$ cat src/rtl/npcm_pkg.sv
// ----------------------------------------------------------------------------
// npcm_pkg
// Shared types and constants for the nearest palette colour match block.
// ----------------------------------------------------------------------------
package npcm_pkg;

    // Fixed field widths of the item interface
    localparam int IDX_BITS  = 8;
    localparam int DIST_BITS = 14;
    localparam int CFG_BITS  = 8;

    // Item function codes
    localparam logic FUNC_WRITE = 1'b0;
    localparam logic FUNC_QUERY = 1'b1;

    // Configuration register indexes
    localparam logic CFG_SEARCH_FIRST = 1'b0;
    localparam logic CFG_SEARCH_LAST  = 1'b1;

    // Commands from the controller to the datapath
    typedef struct packed {
        logic wr_en;     // store the incoming entry
        logic rd_en;     // read one palette entry into the pipeline
        logic rd_last;   // this read is the last of the scan
        logic start;     // latch query colour, clear best
        logic load_out;  // move best into the output register
    } t_cmd;

    // Status from the datapath to the controller
    typedef struct packed {
        logic scan_done; // last entry is in the compare stage
        logic out_free;  // output register can take a new result
    } t_sts;

endpackage

$ cat src/rtl/npcm_ctrl.sv
// ----------------------------------------------------------------------------
// npcm_ctrl
// Controller: configuration registers, range check and scan sequencing.
// ----------------------------------------------------------------------------
module npcm_ctrl import npcm_pkg::*; #(
    parameter int PALETTE_SIZE = 256
) (
    input  logic                              i_clk,
    input  logic                              i_rst_n,
    input  logic                              i_valid,
    input  logic                              i_func,
    input  logic [IDX_BITS-1:0]               i_entry_index,
    input  logic                              i_cfg_we,
    input  logic                              i_cfg_addr,
    input  logic [CFG_BITS-1:0]               i_cfg_data,
    input  t_sts                              i_sts,
    output logic                              o_stall,
    output t_cmd                              o_cmd,
    output logic [$clog2(PALETTE_SIZE)-1:0]   o_addr
);

    localparam int AW = $clog2(PALETTE_SIZE);
    localparam int RW = (AW > IDX_BITS) ? AW : IDX_BITS;

    localparam logic [1:0] ST_IDLE   = 2'd0;
    localparam logic [1:0] ST_SCAN   = 2'd1;
    localparam logic [1:0] ST_DRAIN  = 2'd2;
    localparam logic [1:0] ST_RESULT = 2'd3;

    logic [1:0]          r_state, n_state;
    logic [AW-1:0]       r_addr, n_addr;
    logic [AW-1:0]       r_last_addr, n_last_addr;
    logic [IDX_BITS-1:0] r_search_first;
    logic [IDX_BITS-1:0] r_search_last;

    logic          w_accept;
    logic [RW-1:0] w_first_x;
    logic [RW-1:0] w_last_x;
    logic [RW-1:0] w_entry_x;
    logic [RW-1:0] w_pmax;
    logic [RW-1:0] w_last_clamp;
    logic          w_empty;
    logic          w_wr_ok;

    // Configuration writes
    always_ff @(posedge i_clk) begin
        if (!i_rst_n) begin
            r_search_first <= IDX_BITS'(0);
            r_search_last  <= IDX_BITS'(31);
        end else if (i_cfg_we) begin
            unique case (i_cfg_addr)
                CFG_SEARCH_FIRST: r_search_first <= i_cfg_data;
                CFG_SEARCH_LAST:  r_search_last  <= i_cfg_data;
                default:          r_search_first <= r_search_first;
            endcase
        end
    end

    // Range clamp and empty check
    assign w_first_x    = RW'(r_search_first);
    assign w_last_x     = RW'(r_search_last);
    assign w_entry_x    = RW'(i_entry_index);
    assign w_pmax       = RW'(PALETTE_SIZE - 1);
    assign w_last_clamp = (w_last_x > w_pmax) ? w_pmax : w_last_x;
    assign w_empty      = (w_first_x > w_last_clamp);
    assign w_wr_ok      = (w_entry_x <= w_pmax);

    assign o_stall  = (r_state != ST_IDLE);
    assign w_accept = i_valid && !o_stall;
    assign o_addr   = (r_state == ST_IDLE) ? w_entry_x[AW-1:0] : r_addr;

    // Next-state logic
    always_comb begin
        n_state     = r_state;
        n_addr      = r_addr;
        n_last_addr = r_last_addr;
        o_cmd       = '0;
        unique case (r_state)
            ST_IDLE: begin
                if (w_accept) begin
                    if (i_func == FUNC_WRITE) begin
                        o_cmd.wr_en = w_wr_ok;
                    end else begin
                        o_cmd.start = 1'b1;
                        n_addr      = w_first_x[AW-1:0];
                        n_last_addr = w_last_clamp[AW-1:0];
                        n_state     = w_empty ? ST_RESULT : ST_SCAN;
                    end
                end
            end
            ST_SCAN: begin
                o_cmd.rd_en   = 1'b1;
                o_cmd.rd_last = (r_addr == r_last_addr);
                if (r_addr == r_last_addr) begin
                    n_state = ST_DRAIN;
                end else begin
                    n_addr = r_addr + 1'b1;
                end
            end
            ST_DRAIN: begin
                if (i_sts.scan_done) begin
                    n_state = ST_RESULT;
                end
            end
            ST_RESULT: begin
                if (i_sts.out_free) begin
                    o_cmd.load_out = 1'b1;
                    n_state        = ST_IDLE;
                end
            end
            default: n_state = ST_IDLE;
        endcase
    end

    always_ff @(posedge i_clk) begin
        if (!i_rst_n) begin
            r_state <= ST_IDLE;
        end else begin
            r_state <= n_state;
        end
    end

    // Scan pointers carry no reset
    always_ff @(posedge i_clk) begin
        r_addr      <= n_addr;
        r_last_addr <= n_last_addr;
    end

    // Reads and writes never share a cycle
    a_rd_wr_excl: assert property (@(posedge i_clk) disable iff (!i_rst_n)
        !(o_cmd.rd_en && o_cmd.wr_en))
        else $error("palette read and write in the same cycle");

    // Completion only arrives while waiting for it
    a_done_in_drain: assert property (@(posedge i_clk) disable iff (!i_rst_n)
        i_sts.scan_done |-> (r_state == ST_DRAIN))
        else $error("scan completion outside drain");

    // Last read of a scan is followed by the drain wait
    a_last_to_drain: assert property (@(posedge i_clk) disable iff (!i_rst_n)
        o_cmd.rd_last |=> (r_state == ST_DRAIN))
        else $error("scan did not stop after last read");

endmodule

$ cat src/rtl/npcm_datapath.sv
// ----------------------------------------------------------------------------
// npcm_datapath
// Palette memory, pipelined distance unit, best tracker and output register.
// ----------------------------------------------------------------------------
module npcm_datapath import npcm_pkg::*; #(
    parameter int PALETTE_SIZE   = 256,
    parameter int COMPONENT_BITS = 6
) (
    input  logic                              i_clk,
    input  logic                              i_rst_n,
    input  t_cmd                              i_cmd,
    input  logic [$clog2(PALETTE_SIZE)-1:0]   i_addr,
    input  logic [COMPONENT_BITS-1:0]         i_red,
    input  logic [COMPONENT_BITS-1:0]         i_green,
    input  logic [COMPONENT_BITS-1:0]         i_blue,
    input  logic                              i_stall,
    output t_sts                              o_sts,
    output logic                              o_valid,
    output logic [IDX_BITS-1:0]               o_best_index,
    output logic [DIST_BITS-1:0]              o_best_distance,
    output logic                              o_found
);

    localparam int AW   = $clog2(PALETTE_SIZE);
    localparam int CB   = COMPONENT_BITS;
    localparam int SQ_W = 2 * CB;
    localparam int DW   = 2 * CB + 2;

    // Palette storage, red in the high bits
    logic [3*CB-1:0] r_mem [PALETTE_SIZE];

    // Query colour
    logic [CB-1:0] r_q_r, r_q_g, r_q_b;

    // Stage 1: read data
    logic            r_v1, r_last1;
    logic [AW-1:0]   r_idx1;
    logic [3*CB-1:0] r_ent1;

    // Stage 2: squared differences
    logic            r_v2, r_last2;
    logic [AW-1:0]   r_idx2;
    logic [SQ_W-1:0] r_sq_r, r_sq_g, r_sq_b;

    // Stage 3: distance
    logic            r_v3, r_last3;
    logic [AW-1:0]   r_idx3;
    logic [DW-1:0]   r_sum3;

    // Best so far
    logic            r_found;
    logic [AW-1:0]   r_best_i;
    logic [DW-1:0]   r_best_d;

    // Output register
    logic                 r_out_valid;
    logic [IDX_BITS-1:0]  r_out_index;
    logic [DIST_BITS-1:0] r_out_dist;
    logic                 r_out_found;

    logic [CB-1:0] w_er, w_eg, w_eb;
    logic [CB-1:0] w_dr, w_dg, w_db;
    logic          w_better;

    // Memory write and registered read
    always_ff @(posedge i_clk) begin
        if (i_cmd.wr_en) begin
            r_mem[i_addr] <= {i_red, i_green, i_blue};
        end
        if (i_cmd.rd_en) begin
            r_ent1 <= r_mem[i_addr];
        end
    end

    // Query colour latch
    always_ff @(posedge i_clk) begin
        if (i_cmd.start) begin
            r_q_r <= i_red;
            r_q_g <= i_green;
            r_q_b <= i_blue;
        end
    end

    // Absolute component differences
    assign w_er = r_ent1[3*CB-1:2*CB];
    assign w_eg = r_ent1[2*CB-1:CB];
    assign w_eb = r_ent1[CB-1:0];
    assign w_dr = (r_q_r > w_er) ? (r_q_r - w_er) : (w_er - r_q_r);
    assign w_dg = (r_q_g > w_eg) ? (r_q_g - w_eg) : (w_eg - r_q_g);
    assign w_db = (r_q_b > w_eb) ? (r_q_b - w_eb) : (w_eb - r_q_b);

    // Pipeline payload
    always_ff @(posedge i_clk) begin
        r_idx1 <= i_addr;
        r_sq_r <= SQ_W'(w_dr) * SQ_W'(w_dr);
        r_sq_g <= SQ_W'(w_dg) * SQ_W'(w_dg);
        r_sq_b <= SQ_W'(w_db) * SQ_W'(w_db);
        r_idx2 <= r_idx1;
        r_sum3 <= DW'(r_sq_r) + DW'(r_sq_g) + DW'(r_sq_b);
        r_idx3 <= r_idx2;
    end

    // Pipeline valid and last flags
    always_ff @(posedge i_clk) begin
        if (!i_rst_n) begin
            r_v1    <= 1'b0;
            r_v2    <= 1'b0;
            r_v3    <= 1'b0;
            r_last1 <= 1'b0;
            r_last2 <= 1'b0;
            r_last3 <= 1'b0;
        end else begin
            r_v1    <= i_cmd.rd_en;
            r_last1 <= i_cmd.rd_en && i_cmd.rd_last;
            r_v2    <= r_v1;
            r_last2 <= r_last1;
            r_v3    <= r_v2;
            r_last3 <= r_last2;
        end
    end

    // Strict compare: lower index wins ties
    assign w_better = r_v3 && (!r_found || (r_sum3 < r_best_d));

    always_ff @(posedge i_clk) begin
        if (!i_rst_n) begin
            r_found <= 1'b0;
        end else if (i_cmd.start) begin
            r_found <= 1'b0;
        end else if (w_better) begin
            r_found <= 1'b1;
        end
    end

    always_ff @(posedge i_clk) begin
        if (i_cmd.start) begin
            r_best_i <= '0;
            r_best_d <= '0;
        end else if (w_better) begin
            r_best_i <= r_idx3;
            r_best_d <= r_sum3;
        end
    end

    // Output register
    always_ff @(posedge i_clk) begin
        if (!i_rst_n) begin
            r_out_valid <= 1'b0;
        end else if (i_cmd.load_out) begin
            r_out_valid <= 1'b1;
        end else if (!i_stall) begin
            r_out_valid <= 1'b0;
        end
    end

    always_ff @(posedge i_clk) begin
        if (i_cmd.load_out) begin
            r_out_index <= IDX_BITS'(r_best_i);
            r_out_dist  <= DIST_BITS'(r_best_d);
            r_out_found <= r_found;
        end
    end

    assign o_sts.scan_done = r_v3 && r_last3;
    assign o_sts.out_free  = !r_out_valid || !i_stall;

    assign o_valid         = r_out_valid;
    assign o_best_index    = r_out_index;
    assign o_best_distance = r_out_dist;
    assign o_found         = r_out_found;

    // Best distance never grows during a scan
    a_best_monotonic: assert property (@(posedge i_clk) disable iff (!i_rst_n)
        (r_found && !i_cmd.start) |=> (r_best_d <= $past(r_best_d)))
        else $error("best distance increased during scan");

    // A loaded result is presented next cycle
    a_load_shows: assert property (@(posedge i_clk) disable iff (!i_rst_n)
        i_cmd.load_out |=> o_valid)
        else $error("loaded result not presented");

    // A result is never overwritten while waiting to be taken
    a_no_overwrite: assert property (@(posedge i_clk) disable iff (!i_rst_n)
        i_cmd.load_out |-> (!r_out_valid || !i_stall))
        else $error("pending result overwritten");

endmodule

$ cat src/rtl/nearest_palette_color_match.sv
// A palette write does not stall the input; the next item can follow on the next cycle.
// A query reads the entries of the search range one per cycle through a single read port
// and distance pipeline, then waits for the last entry to reach the compare stage.
// An empty range goes to the result without a palette read. The next item is accepted
// on the cycle after the result is loaded, even if that result is still waiting to be taken.
// Synchronous active-low reset: search range 0..31, no result pending; palette undefined.
// ----------------------------------------------------------------------------
// nearest_palette_color_match
// Palette store with nearest colour search by squared Euclidean distance.
// ----------------------------------------------------------------------------
module nearest_palette_color_match import npcm_pkg::*; #(
    parameter int PALETTE_SIZE   = 256,
    parameter int COMPONENT_BITS = 6
) (
    input  logic                      i_clk,
    input  logic                      i_rst_n,
    // Input item channel
    input  logic                      i_valid,
    output logic                      o_stall,
    input  logic                      i_func,
    input  logic [IDX_BITS-1:0]       i_entry_index,
    input  logic [COMPONENT_BITS-1:0] i_red,
    input  logic [COMPONENT_BITS-1:0] i_green,
    input  logic [COMPONENT_BITS-1:0] i_blue,
    // Result item channel
    output logic                      o_valid,
    input  logic                      i_stall,
    output logic [IDX_BITS-1:0]       o_best_index,
    output logic [DIST_BITS-1:0]      o_best_distance,
    output logic                      o_found,
    // Configuration port
    input  logic                      i_cfg_we,
    input  logic                      i_cfg_addr,
    input  logic [CFG_BITS-1:0]       i_cfg_data
);

    localparam int AW = $clog2(PALETTE_SIZE);

    t_cmd          w_cmd;
    t_sts          w_sts;
    logic [AW-1:0] w_addr;

    npcm_ctrl #(
        .PALETTE_SIZE (PALETTE_SIZE)
    ) u_ctrl (
        .i_clk         (i_clk),
        .i_rst_n       (i_rst_n),
        .i_valid       (i_valid),
        .i_func        (i_func),
        .i_entry_index (i_entry_index),
        .i_cfg_we      (i_cfg_we),
        .i_cfg_addr    (i_cfg_addr),
        .i_cfg_data    (i_cfg_data),
        .i_sts         (w_sts),
        .o_stall       (o_stall),
        .o_cmd         (w_cmd),
        .o_addr        (w_addr)
    );

    npcm_datapath #(
        .PALETTE_SIZE   (PALETTE_SIZE),
        .COMPONENT_BITS (COMPONENT_BITS)
    ) u_datapath (
        .i_clk           (i_clk),
        .i_rst_n         (i_rst_n),
        .i_cmd           (w_cmd),
        .i_addr          (w_addr),
        .i_red           (i_red),
        .i_green         (i_green),
        .i_blue          (i_blue),
        .i_stall         (i_stall),
        .o_sts           (w_sts),
        .o_valid         (o_valid),
        .o_best_index    (o_best_index),
        .o_best_distance (o_best_distance),
        .o_found         (o_found)
    );

endmodule
$ cat config.mk
export PLATFORM = sky130hd
export DESIGN_NAME = nearest_palette_color_match
export DESIGN_NICKNAME = d
export VERILOG_FILES = /design/src/rtl/npcm_pkg.sv /design/src/rtl/npcm_ctrl.sv /design/src/rtl/npcm_datapath.sv /design/src/rtl/nearest_palette_color_match.sv
export SDC_FILE = /design/constraint.sdc
export NUM_CORES = 2
export LEC_CHECK = 0
export BUFFER_PORTS_ARGS = -buffer_cell sky130_fd_sc_hd__clkbuf_2
export CAP_MARGIN = 10
export CORE_ASPECT_RATIO = 1.1
export CORE_UTILIZATION = 55
export DETAILED_ROUTE_END_ITERATION = 16
export PLACE_DENSITY_LB_ADDON = 0.08
export RECOVER_POWER = 25
export SKIP_LAST_GASP = 1
export SYNTH_ARGS = -nofsm -noshare
export SYNTH_HDL_FRONTEND = slang
export SYNTH_HIERARCHICAL = 1
export SYNTH_MEMORY_MAX_BITS = 65536
export SYNTH_SLANG_ARGS = --single-unit
$ cat constraint.sdc
create_clock -name i_clk -period 5.9 [get_ports i_clk]
set_clock_uncertainty 0.15 [all_clocks]
set_input_delay 0.885 -clock i_clk [delete_from_list [all_inputs] [get_ports i_clk]]
set_output_delay 0.885 -clock i_clk [all_outputs]
set_load 0.02 [all_outputs]
# Word level (Yosys, flattened, before mapping)

Memory sizes are Yosys's and may differ from the RTL's. A register that Yosys moved wholly into a read port is not among the register bits.
Cells that the tools add are included.

Bitwise operators: 2
Magnitude comparators: 7
Div/mod/pow operators: 0
$add $sub $neg: 9
Multipliers: 3
Muxes and demuxes: 29
Reduce and logical (&&, ||, !) cells: 19
Equality and inequality tests: 11
Shifts and indexed selects: 0

Operators by type and width:

| cell                                                                    | number |
|---|---|
| 8-bit two-way mux                                                       | 5 |
| 6-bit by 6-bit multiplier with 12-bit output                            | 3 |
| 6-bit subtractor                                                        | 6 |
| 6-bit greater-than comparator                                           | 3 |
| 6-bit two-way mux                                                       | 3 |
| 8-bit case mux with 2 select lines                                      | 1 |
| 14-bit by 12-bit adder with 14-bit output                               | 1 |
| 14-bit less-than comparator                                             | 1 |
| 2-bit two-way mux                                                       | 7 |
| 12-bit by 12-bit adder with 13-bit output                               | 1 |
| 1-bit two-way mux                                                       | 12 |
| 2-bit by 1-bit inequality test with 1-bit output, second input constant | 5 |
| 8-bit by 1-bit adder with 8-bit output, second input constant           | 1 |
| 8-bit == test                                                           | 1 |
| 8-bit greater-than comparator                                           | 1 |
| 8-bit greater-than comparator, second input constant                    | 1 |
| 8-bit less-or-equal comparator, second input constant                   | 1 |
| 2-bit case mux with 4 select lines                                      | 1 |
| 5-bit AND reduction                                                     | 1 |
| 2-bit == test, second input constant                                    | 2 |
| 1-bit logical AND                                                       | 4 |
| 1-bit zero test                                                         | 4 |
| 2-bit inequality test, second input constant                            | 2 |
| 2-bit AND reduction                                                     | 2 |
| other kinds (8)                                                         | 11 |

ROM bits: 0
Output and inout bits: 25
Register bits after elaboration: 179
Latch bits: 0
Memory bits (writable): 4608
Memories kept: 1

Memories:

| name             | words | bits a word | read ports | clocked after Yosys merged registers in | wr ports | RTL line            | source |
|---|---|---|---|---|---|---|---|
| u_datapath.r_mem | 256   | 18          | 1          | 1                                       | 1        | npcm_datapath.sv:30 | `logic [3*CB-1:0] r_mem [PALETTE_SIZE];` |

# Logic depth before layout (Yosys ltp)

Word-level depth: 7
Mapped depth: 25
Gate-level depth less buffers: 25

# Cells and area by module

Netlist, hierarchy kept.

By module, submodules not included:

| module        | times used | seq. area each (um2) | cells an instance | area an instance (um2) |
|---|---|---|---|---|
| npcm_datapath | 1          | 142166.3             | 8183              | 182805.3 |
| npcm_ctrl     | 1          | 840.8                | 192               | 1858.0 |

# Worst setup path before layout

No wires, ideal clock.

Path type: register to register
Start point: register u_datapath.r_q_b[0]
End point: register u_datapath.r_sq_b[11]
Period minus slack after synthesis: 5.484 ns
Setup slack: 0.416 ns
Cell stages (with the launch flop): 24
Setup time: 0.120 ns
Arrival time: 5.214 ns
Path through: edfxtp_1 -> inv_1 -> ha_1 -> inv_1 -> fa_1 -> a21o_1 -> a21o_1 -> a211oi_1 -> nor2_1 -> mux2i_1 -> xnor2_1 -> or2_2 -> fa_1 -> fa_1 -> fa_1 -> inv_1 -> ha_1 -> a21o_1 -> a21oi_1 -> o21ai_0 -> o21ai_0 -> nand2b_1 -> a21oi_1 -> xnor2_1

Cells in the longest elaborated chain, start to end: 3
Elaborated cells between the ends (all ways): 5
Classes of those cells: add/sub (2); mul (1); order compare (1); mux (1)

Ends and longest elaborated chain:

| element                                                           | RTL line            | source |
|---|---|---|
| start, declared                                                   | npcm_datapath.sv:33 | `logic [CB-1:0] r_q_r, r_q_g, r_q_b;` |
| start signal, assigned                                            | npcm_datapath.sv:80 | `r_q_b <= i_blue;` |
| 6-bit subtractor or 6-bit greater-than comparator (tied branches) | npcm_datapath.sv:90 | `assign w_db = (r_q_b > w_eb) ? (r_q_b - w_eb) : (w_eb - r_q_b);` |
| 6-bit two-way mux (*)                                             | npcm_datapath.sv:90 |  |
| 6-bit by 6-bit multiplier with 12-bit output (*)                  | npcm_datapath.sv:97 | `r_sq_b <= SQ_W'(w_db) * SQ_W'(w_db);` |
| end signal, assigned                                              | npcm_datapath.sv:97 |  |
| end, declared                                                     | npcm_datapath.sv:43 | `logic [SQ_W-1:0] r_sq_r, r_sq_g, r_sq_b;` |

Every way passes the cells marked *; elsewhere a longest branch is shown, timed or not.
A chain may end at the register's enable or synchronous reset.

# Worst setup path in the final report

Start point: input port i_blue[4]
End point: memory u_datapath/r_mem[43][4] (netlist name), data pin

RTL lines:

| element         | RTL line                          | source |
|---|---|---|
| start, declared | nearest_palette_color_match.sv:24 | `input logic [COMPONENT_BITS-1:0] i_blue,` |
| end, declared   | npcm_datapath.sv:30               |  |

Straight into the memory's write port.

==> results.py <==
metrics = {
    "die": {
        "die_area_sq_um": 338000,
        "io_pins": 66,
        "die_w_um": 554,
        "rows": 222,
        "start_util_pct": 55.4,
        "design.core.area_sq_um": 333000,
        "fp.dieH_um": 610,
    },
    "power_and_ir_drop": {
        "peakVddDrop_v": 0.000999,
        "sw_frac_of_total_pct": 33.1,
        "share_comb_of_total_power_pct": 36.3,
        "p_sw_mw": 35.2,
        "seq_power_share_pct": 36.4,
        "power_mw": 106,
        "p_leak_nw": 66.2,
        "powerDensity_nw_per_um2": 508,
        "p_clk_share_pct": 27.3,
        "p_int_mw": 71.2,
    },
    "setup_path": {
        "worst_path_max_delay_cell": "clkbuf_1",
        "critPathTopFamily": "buffers and inverters",
        "end_kind": "register",
        "start_kind": "primary input",
        "crit_buf_inv": 2,
        "crit_required_ps": 6440,
        "path_class": "in -> reg",
        "cp_cell_sequence": "clkbuf_1 -> buf_4",
        "worstPathMaxFanout": 108,
        "cp.arrival_ps": 6330,
        "critPathMaxStageDelay_ps": 4050,
    },
    "sta": {
        "setup_tns_ps": 0,
        "max_freq_mhz": 173,
        "maxSlewHeadroom_pct": -310,
        "hold_violations": 0,
        "finalSetupViolCount": 0,
        "min_period_ps": 5790,
        "hold_slack_ps": 176,
        "rsz0062_at_grt": "true",
        "worst_slew_pin_slew_ps": 6160,
        "finalCritPeriodShare_pct": 98.1,
        "layout_setup_ws_ps": 110,
        "maxSlewViolCount": 2274,
    },
    "flow_run": {
        "drv_cap": 22,
    },
    "detailed_routing": {
        "viasPerCell": 6.55,
        "vias": 90552,
        "routed_wl_mm": 477,
        "dr.pass1.iters": 5,
        "drtAntennaViolNets": 0,
        "wire_per_inst_um": 34.5,
        "drtIter0Drc": 11289,
        "drc": 0,
    },
    "placement": {
        "hpwl_mm": 278,
        "numPortBuffers": 65,
        "dpl_cell_area_sq_um": 195000,
        "pre_cts_ws_ps": 83.8,
        "gp_congestion": 0.842,
        "place_inst": 12926,
    },
    "final_layout": {
        "multi_input_area_sq_um": 39800,
        "seqCellArea_sq_um": 143000,
        "design_area_sq_um": 209000,
        "layout.nets": 9237,
        "layout.cells.non_filler": 13815,
        "nFillCells": 22504,
        "drive_gt1_share_pct": 29.0,
        "areaGrowthSynthToFinish_pct": 13.4,
        "postLayoutCoreUtil_pct": 62.8,
    },
    "cts": {
        "clock-root-buffer": "clkbuf_16",
        "cts_buffers": 469,
        "cts.reportedPaths.clkPinSlew_ps": 60,
        "cts_tree": "yes",
        "cts_buffer_depth": 4,
        "clk_latency_ps": 990,
        "cts.sinks": 4802,
        "htree_levels": 5,
    },
    "logic_synthesis": {
        "yosysTopAreaCell": "edfxtp_1",
        "syn_area_sq_um": 185000,
        "yosysMostFrequentCell": "edfxtp_1",
        "synth_edf_count": 4683,
        "yosys_warnings": 6,
        "synthArstFlopShare_pct": 0,
        "syn_area_per_cell_sq_um": 22.0,
        "synth_commonest_cells": "4,683 x edfxtp_1, 1,152 x mux4_2, 354 x nor2_1",
        "synthFlopType": "edfxtp_1",
        "ys_seq_elements": 4802,
        "synth_area_leaders": "edfxtp_1 76%, mux4_2 14%, dfxtp_1 1.3%",
        "synthCells": 8375,
        "yosysTopAreaCellShare_pct": 76.2,
        "synthDistinctLibCells": 50,
        "synth_seq_area_share_pct": 77.4,
    },
    "grt": {
        "gr-total-overflow": 0,
        "grt_max_degree": 186,
        "met2_usage_pct": 45.3,
        "grt_pass1_wl_mm": 676,
        "use_met1_pct": 39.2,
        "top_usage_layer": "met2",
        "gr-usage-all-layers_pct": 28.2,
        "antenna_found_initial": 18,
        "met3_usage_pct": 5.53,
        "grt_pass1_vias": 91593,
    },
    "min_path": {
        "hold_path_class": "reg -> reg",
    },
    "status": {
        "status": "finished, violations left",
        "violations": "max-capacitance violations, max-slew violations",
    },
}
area by class of cell:
cell class                 count  area share [%]
sequential                  4802            68.3
multi-input combinational   2971            19.0
clock buffer                 596            5.96
timing repair buffer         677            2.80
tap                         4368            2.61
clock inverter               275            1.12
inverter                     119           0.213
antenna                        7         0.00836
worst paths after layout:
kind / slack [ps] / startpoint / cells past startpoint / end
max: 110 / i_blue[4] / 2 / u_datapath/r_mem[43][4]$_DFFE_PP_
min: 180 / u_datapath/r_idx2[5]$_DFF_P_ / 0 / u_datapath/r_idx3[5]$_DFF_P_
max reg2reg: 280 / u_datapath/r_q_r[0]$_DFFE_PP_ / 23 / u_datapath/r_sq_r[10]$_DFF_P_
min reg2reg: 180 / u_datapath/r_idx2[5]$_DFF_P_ / 0 / u_datapath/r_idx3[5]$_DFF_P_
logic make-up after synthesis:
kind of cell               count (synthesis)  share of synthesized area [%]
xor gates and xnor gates                  64                          0.304
muxes                                   1197                           14.3
AOI/OAI and AO/OA                        973                           3.93
DFF                                     4802                           77.4
other                                      1                        0.00203
adders and majority gates                156                           1.23
and+or+nand+nor                          578                           1.32
buffers and inverters                    604                           1.48
flip-flops by register name, summed over array words and instances, names as in the netlist, 2 cells and up:
register,cells
u_datapath/r_sq_b,11
u_ctrl/r_search_last,8
u_datapath/r_sum3,14
u_ctrl/r_last_addr,8
u_datapath/r_sq_g,11
u_datapath/r_idx2,8
u_datapath/r_sq_r,11
u_datapath/r_best_i,8
u_ctrl/r_addr,8
u_datapath/r_mem,4608
u_datapath/o_best_distance,14
u_ctrl/r_search_first,8
u_datapath/r_idx3,8
u_datapath/r_q_g,6
u_datapath/r_q_r,6
u_datapath/o_best_index,8
u_datapath/r_q_b,6
u_datapath/r_best_d,14
u_datapath/r_ent1,18
u_ctrl/r_state,2
u_datapath/r_idx1,8
per-layer routing:
layer	wire length, um	share of wire [%]	vias up
met4	18400	3.8	4
li1	-	-	36858
met3	42100	8.8	716
met5	23	0.0048	-
met1	185000	39	48746
met2	232000	49	4228
placed cells by master (no fill, tap or decap), types with 19 or more instances in the layout:
cell type	synthesis	final
bufinv_16	0	36
buf_4	28	523
nor3_1	49	19
o21ai_0	26	24
inv_1	119	119
o22ai_1	58	58
buf_12	0	75
o211ai_1	23	23
clkbuf_1	268	126
dfxtp_1	119	119
a22oi_1	234	234
nor3_2	0	30
o221ai_1	36	36
xnor2_1	37	35
a21oi_1	157	154
mux2i_1	36	35
clkinv_1	0	116
fa_1	42	40
xor2_1	27	26
mux4_2	1152	1152
nand2_1	84	76
ha_1	114	113
a221oi_1	182	182
clkbuf_16	0	479
nor2_2	0	197
a21o_1	30	30
clkinv_2	0	85
edfxtp_1	4683	4683
a22o_1	180	180
nor2_1	354	156
clkbuf_2	0	54
power groups by stage:
stage	Sequential [mW]	Combinational, mW	Clock (mW)
final	38.8	38.6	29.0
after CTS	38.7	38.4	29.5
after floorplan	39.3	24.5	0
after global placement	39.4	38.3	0
after detailed placement	39.4	38.3	0
after global routing	38.8	41.5	30.7
what timing repair did:
action,CTS,global route
endpoints found under the hold margin,15,0
hold buffers,9,0
buffers inserted,0,1
endpoints found under the setup margin,0,7
resized for setup,0,19
Note: power is estimated with default switching activity, not from simulation.
